[config.mk]
export PLATFORM = sky130hd
export DESIGN_NAME = ames_ram
export DESIGN_NICKNAME = d
export VERILOG_FILES = /design/src/hw/rtl/ames_ram.sv
export SDC_FILE = /design/constraint.sdc
export NUM_CORES = 1
export LEC_CHECK = 0
export BUFFER_PORTS_ARGS = -buffer_cell sky130_fd_sc_hd__clkbuf_2
export CAP_MARGIN = 20
export CORE_MARGIN = 5
export CORE_UTILIZATION = 65
export DETAILED_ROUTE_END_ITERATION = 12
export GPL_TIMING_DRIVEN = 1
export PLACE_DENSITY_LB_ADDON = 0.15
export SLEW_MARGIN = 20
export SYNTH_ARGS = -nofsm -noshare
export SYNTH_HDL_FRONTEND = slang
export SYNTH_SLANG_ARGS = --single-unit
[constraint.sdc]
create_clock -name i_clk -period 5.8 [get_ports i_clk]
set_input_delay 0.58 -clock i_clk [delete_from_list [all_inputs] [get_ports i_clk]]
set_output_delay 0.58 -clock i_clk [all_outputs]
set_load 0.01 [all_outputs]
[src/hw/rtl/ames_ram.sv]
`timescale 1ns / 1ps
// ----------------------------------------------------------------------------
// Generic simple dual-port RAM
// One write port and one read port with a registered read; old data on a
// read of the address being written.
// ----------------------------------------------------------------------------
module ames_ram #(
    parameter int DATA_W = 32,
    parameter int DEPTH  = 32,
    parameter int ADDR_W = $clog2(DEPTH)
) (
    input  logic              i_clk,
    input  logic              i_we,
    input  logic [ADDR_W-1:0] i_waddr,
    input  logic [DATA_W-1:0] i_wdata,
    input  logic              i_re,
    input  logic [ADDR_W-1:0] i_raddr,
    output logic [DATA_W-1:0] o_rdata
);

    logic [DATA_W-1:0] r_mem [DEPTH];
    logic [DATA_W-1:0] r_rdata;

    always_ff @(posedge i_clk) begin
        if (i_we) begin
            r_mem[i_waddr] <= i_wdata;
        end
        if (i_re) begin
            r_rdata <= r_mem[i_raddr];
        end
    end

    assign o_rdata = r_rdata;

endmodule

==> results.json, run 1 <==
{
  "clk_lat_worst_skew_ns": 0.66,
  "power.ir.vdd_worst_uv": 273.0,
  "synth.avg_cell_area_um2": 18.06,
  "power.static_leakage_nw": 15.80,
  "finalCritPeriodShare": 0.4510,
  "crit_path_start_kind": "primary input",
  "worst-endpoint-required_ns": 6.19,
  "cts_repair_resize_count": 0,
  "max_fanout_on_critical_path": 104,
  "maxSlewViolCount": 0,
  "areal_power_density_over_the_cells_nw_per_um2": 342.9,
  "wirelength_mm": 98.88,
  "timing.final.setup_violations": 0,
  "totalNegativeSetupSlack_ns": 0,
  "synthesis.instances": 2260,
  "sequential_element_share_of_the_synthesized_area": 0.7771,
  "maxcap_violations": 0,
  "area.sequential_um2": 31710,
  "starting_utilization_of_the_core_area": 0.6588,
  "synth_fp_nets": 2305,
  "syn_area_um2": 40810,
  "cts_max_path_buffers": 3,
  "cts_tree": "built",
  "die_area_um2": 67890,
  "detailroute.via_count": 21620,
  "root_buffer": "sky130_fd_sc_hd__clkbuf_16",
  "finalWeightedCongestion": 0.7847,
  "cts-buffers-inserted": 101,
  "detail-route-antenna-nets": 0,
  "timing.slew.headroom": 0.2253,
  "grt_pass1_vias": 21490,
  "reg2reg_to": "o_rdata[19]",
  "timing.reg2reg.worst_path_depth": 5,
  "design.portCount": 77,
  "synth_top_cell_area_share": 0.7771,
  "synth_area_leader_cell": "sky130_fd_sc_hd__edfxtp_1",
  "overflow": 0,
  "worstSetupEndpointType": "register",
  "drt-initial-drc-count": 2639,
  "portBuffers": 76,
  "clk_pin_slew_ns": 0.06,
  "chipWidth_um": 260.6,
  "die_y_um": 260.6,
  "drc": 0,
  "reg2reg_from": "r_mem[1][19]",
  "placement.cell_area_um2": 42270,
  "postSynthRegisterBits": 1056,
  "number_of_hold_buffers_added_after_cts": 0,
  "final_nets": 2414,
  "dr.pass1.iters": 5,
  "stdcell_area_um2": 45430,
  "grtUsageTotal": 0.2909,
  "synthToLayoutAreaGrowth_pct": 11.34,
  "wire_length_of_the_first_global_routing_pass_mm": 142.6,
  "count_of_warnings_emitted_by_yosys": 0,
  "min-delay-start": "i_wdata[14]",
  "synth.top_cells.by_area": "sky130_fd_sc_hd__edfxtp_1 (78%), sky130_fd_sc_hd__mux2i_1 (13%), sky130_fd_sc_hd__a22oi_1 (1.8%)",
  "hold_violations": 0,
  "pin_count_of_the_biggest_net_entering_global_routing": 105,
  "total_area_of_multi_input_combinational_cells_um2": 8610,
  "critPathArrivalTime_ns": 3.00,
  "finClkSkew_ns": 0.01893,
  "achievable_frequency_mhz": 382.3,
  "reg2reg_setup_slack_ns": 4.28,
  "synth.distinct_cells": 24,
  "core_area_um2": 61940,
  "critical_path.startpoint": "i_raddr[0]",
  "vias_per_cell": 6.571,
  "worst_max_slew_pin_slew_ns": 1.162,
  "worst-setup-path-type": "primary input to register",
  "place_hpwl_mm": 51.85,
  "rsz0062_at_grt": "false",
  "routedWlPerCell_um": 30.05,
  "post_route_cells_drive_above_1_share": 0.1237,
  "layout.filler_cells": 3706,
  "core.rowCount": 91,
  "cp-endpoint": "o_rdata[22]",
  "htree_num_levels": 3,
  "outcome": "completed",
  "min-delay-path-class": "primary input to register",
  "clock_sink_count": 1056,
  "antenna_found_initial": 7,
  "final_period_minus_worst_setup_slack_ns": 2.616,
  "post-cts-setup-buffers": 0
}
==> sequential cells by signal, indices dropped and copies added (netlist names) <==
name,flops
o_rdata,32
r_mem,1024
==> through the flow <==
step / std cells / setup WS (ns) / total power [mW] / hold WS [ns] / util
global placement: 3102 / 2.573 / 9.467 / 0.6637 / 0.6824
detailed placement: 3102 / 2.556 / 9.490 / 0.6670 / 0.6824
floorplan: 2260 / 2.786 / 9.153 / 0.6293 / -
global route: 3287 / 3.130 / 16.02 / 0.5570 / 0.7334
finish: 3290 / 3.184 / 15.58 / 0.5340 / 0.7335
CTS: 3285 / 3.224 / 15.64 / 0.5000 / 0.7329
==> cell type report <==
class	count	share of cell area
Sequential cell	1056	0.6980
Multi-Input combinational cell	1077	0.1895
Clock buffer	137	0.06048
Tap cell	837	0.02305
Timing Repair Buffer	133	0.02038
Clock inverter	46	0.008427
Antenna cell	4	0.0002203
==> cell families after synthesis <==
group,Yosys count,share of synthesized area
flip-flops,1056,0.7771
AO/OA/AOI/OAI,288,0.04808
buffers and inverters,127,0.01846
multiplexers,512,0.1256
AND/OR/NAND/NOR,277,0.03076
==> worst min path at each step <==
| stage | to | slack (ns) | depth (start not counted) |
|---|---|---|---|
| 2_1_floorplan | o_rdata[10] | 0.63 | 4 |
| 3_3_place_gp | o_rdata[9] | 0.66 | 4 |
| 3_5_place_dp | o_rdata[28] | 0.67 | 4 |
| 4_1_cts | r_mem[1][14] | 0.50 | 1 |
| 5_1_grt | r_mem[9][28] | 0.56 | 1 |
| 6_report | r_mem[1][14] | 0.53 | 1 |
==> cell usage in the layout (no fill, tap or decap), drive strengths merged, types with 2 or more instances in the layout <==
| cell | n |
|---|---|
| a22o | 64 |
| a21oi | 96 |
| diode | 4 |
| clkbuf | 212 |
| nand2 | 98 |
| nor3 | 32 |
| buf | 58 |
| bufinv | 6 |
| nor2 | 34 |
| nand3b | 5 |
| nand3 | 98 |
| edfxtp | 1056 |
| or3b | 3 |
| nand2b | 2 |
| a22oi | 96 |
| clkinv | 38 |
| mux2i | 512 |
| a31oi | 32 |
==> where the power goes <==
group | internal (mW) | switching [mW]
Sequential | 8.52 | 0.0391
Clock | 3.57 | 2.67
Combinational | 0.245 | 0.532
==> worst max-delay path: stages <==
cell and delay [ns]:
sky130_fd_sc_hd__buf_8 0.76, sky130_fd_sc_hd__buf_12 0.48, sky130_fd_sc_hd__mux2i_1 0.26, sky130_fd_sc_hd__a22o_1 0.23, sky130_fd_sc_hd__nor3_1 0.07, sky130_fd_sc_hd__a31oi_1 0.21
sky130_fd_sc_hd__nand3_1 0.13
==> cells in the mapped netlist <==
cell	instances
sky130_fd_sc_hd__edfxtp_1	1056
sky130_fd_sc_hd__mux2i_1	512
sky130_fd_sc_hd__nand2_1	98
sky130_fd_sc_hd__nand3_1	98
sky130_fd_sc_hd__a21oi_1	96
sky130_fd_sc_hd__a22oi_1	96
sky130_fd_sc_hd__a22o_1	64
sky130_fd_sc_hd__clkbuf_1	46
sky130_fd_sc_hd__nor2_1	34
sky130_fd_sc_hd__buf_4	33
sky130_fd_sc_hd__a31oi_1	32
sky130_fd_sc_hd__nor3_1	32
sky130_fd_sc_hd__buf_2	26
sky130_fd_sc_hd__buf_6	15
sky130_fd_sc_hd__buf_1	5
sky130_fd_sc_hd__nand3b_1	5
sky130_fd_sc_hd__or3b_2	3
sky130_fd_sc_hd__clkbuf_4	2
sky130_fd_sc_hd__nand2b_1	2
sky130_fd_sc_hd__and2_1	1
sky130_fd_sc_hd__and2b_1	1
sky130_fd_sc_hd__nor2b_1	1
sky130_fd_sc_hd__or2_2	1
sky130_fd_sc_hd__or3_1	1
==> layer usage <==
layer  routed length (um)  up-vias  track usage
met5                   41        -            0
met4                 3096        6      0.09348
met3                 9038      172      0.06250
met2                47060     1094       0.4568
met1                39640    11110       0.4186
li1                     -     9234            -
Power figures use the tool's default switching activity.
==> run 2, diff against run 1 <==
CORE_UTILIZATION = 62   (was 65)
clock period = 2.6 ns   (was 5.8 ns; I/O delays follow)
==> results.json, run 2 (synthesis gave the netlist of run 1 again) <==
{
  "outcome": "completed",
  "layout_commonest_cell": "sky130_fd_sc_hd__edfxtp_1",
  "finalCritPeriodShare": 0.6502,
  "min-delay-path-class": "primary input to register",
  "rsz0062_at_grt": "false",
  "crit_path_start_kind": "primary input",
  "dpl_worst_slack_ns": 0.3104,
  "clk_lat_worst_skew_ns": 0.65,
  "wl_met2_mm": 47.40,
  "cts_repair_resize_count": 0,
  "antenna_found_initial": 5,
  "slowest_stage_delay_cp_ns": 0.45,
  "worst_path_max_delay_cell": "sky130_fd_sc_hd__a31oi_1",
  "root_buffer": "sky130_fd_sc_hd__clkbuf_16",
  "mostFrequentLayoutCells": "sky130_fd_sc_hd__edfxtp_1 (1056), sky130_fd_sc_hd__mux2i_1 (512), sky130_fd_sc_hd__clkbuf_16 (101)",
  "reg2reg_setup_slack_ns": 0.94,
  "design.portCount": 77,
  "design_power_total_mw": 35.24,
  "post_route_cells_drive_above_1_share": 0.1475,
  "grt_pass1_vias": 21740,
  "crit_top_cell": "sky130_fd_sc_hd__buf_12",
  "max_ffs_per_register": 1024,
  "timing.final.setup_violations": 0,
  "place_hpwl_mm": 53.93,
  "wirelength_mm": 98.73,
  "drc": 0,
  "routedWlPerCell_um": 29.32,
  "die_area_um2": 71050,
  "core_area_um2": 65510,
  "finalWeightedCongestion": 0.7995,
  "clock_sink_count": 1056,
  "detailroute.via_count": 21560,
  "critical_path.cell_chain": "clkbuf_2 -> nor2b_4 -> buf_12 -> buf_12 -> a22o_1 -> nor3_1 -> a31oi_1 -> nand3_1",
  "totalNegativeSetupSlack_ns": 0,
  "worstSetupEndpointType": "register",
  "worst_slack_ns": 0.9096,
  "wire_length_of_the_first_global_routing_pass_mm": 143.0,
  "worst_max_slew_pin_slew_ns": 0.8442,
  "reg2reg_from": "r_mem[1][6]",
  "number_of_hold_buffers_added_after_cts": 0,
  "maxSlewViolCount": 0,
  "routed-wl-met3_mm": 7.170,
  "portBuffers": 76,
  "max_fanout_on_critical_path": 47,
  "grtUsageTotal": 0.2753,
  "maxcap_violations": 0,
  "die_y_um": 266.5,
  "critical_path.startpoint": "i_raddr[2]",
  "areal_power_density_over_the_cells_nw_per_um2": 757.8,
  "power.ir.vdd_worst_uv": 608.6,
  "worst-setup-path-type": "primary input to register",
  "path_buf_inv": 3,
  "routed.top_layer": "met5",
  "achievable_frequency_mhz": 591.6,
  "post-cts-setup-buffers": 0,
  "cts-buffers-inserted": 100,
  "dr.pass1.iters": 5,
  "finish.utilization": 0.7097,
  "finClkSkew_ns": 0.01416,
  "final_period_minus_worst_setup_slack_ns": 1.690,
  "clk_pin_slew_ns": 0.06,
  "final_nets": 2465,
  "detail-route-antenna-nets": 0,
  "vias_per_cell": 6.403,
  "path_delay_family": "buffers and inverters",
  "max_flop_register": "r_mem",
  "pin_count_of_the_biggest_net_entering_global_routing": 49,
  "min-delay-start": "i_wdata[18]",
  "core.rowCount": 94,
  "chipWidth_um": 266.5,
  "starting_utilization_of_the_core_area": 0.6229,
  "cts_tree": "built",
  "wl_met1_mm": 40.37,
  "worst-endpoint-required_ns": 2.96,
  "power.static_leakage_nw": 16.26,
  "htree_num_levels": 3,
  "overflow": 0,
  "drt-initial-drc-count": 2446,
  "cts_max_path_buffers": 3,
  "timing.slew.headroom": 0.4372,
  "hold_violations": 0,
  "critPathArrivalTime_ns": 2.05,
  "synthToLayoutAreaGrowth_pct": 13.95
}
==> run 2: final timing paths <==
kind                   end  cells past startpoint
max reg2reg     o_rdata[6]                      5
min          r_mem[27][18]                      1
min reg2reg     o_rdata[1]                      4
max             o_rdata[6]                      8
==> run 2: report_power, final <==
group | internal (mW) | switching [mW]
Clock | 8.31 | 6.04
Combinational | 0.621 | 1.19
Sequential | 19.0 | 0.0813
Total | 27.9 | 7.30
==> run 2: routing by layer <==
metal	global-route usage	up-vias
met1	0.3908	11050
met2	0.4431	924
met4	0.09925	6
met3	0.04480	228
met5	0	-
li1	-	9352
==> run 2: layout make-up <==
type / instances / area, um2
antenna: 1 / 2.502
clock buffer: 117 / 2587
clock inverter: 67 / 658.1
fill: 3960 / 19010
multi-input combinational: 1077 / 8610
sequential: 1056 / 31710
tap: 864 / 1081
timing repair buffer: 185 / 1847
==> run 2: per-stage QoR <==
| stage | instances | hold WS (ns) | area (um2) |
|---|---|---|---|
| floorplan | 2260 | 0.3589 | 40810 |
| global placement | 3182 | 0.6590 | 43250 |
| detailed placement | 3182 | 0.6730 | 43250 |
| CTS | 3366 | 0.1953 | 46490 |
| global route | 3366 | 0.2529 | 46490 |
| finish | 3367 | 0.2127 | 46500 |
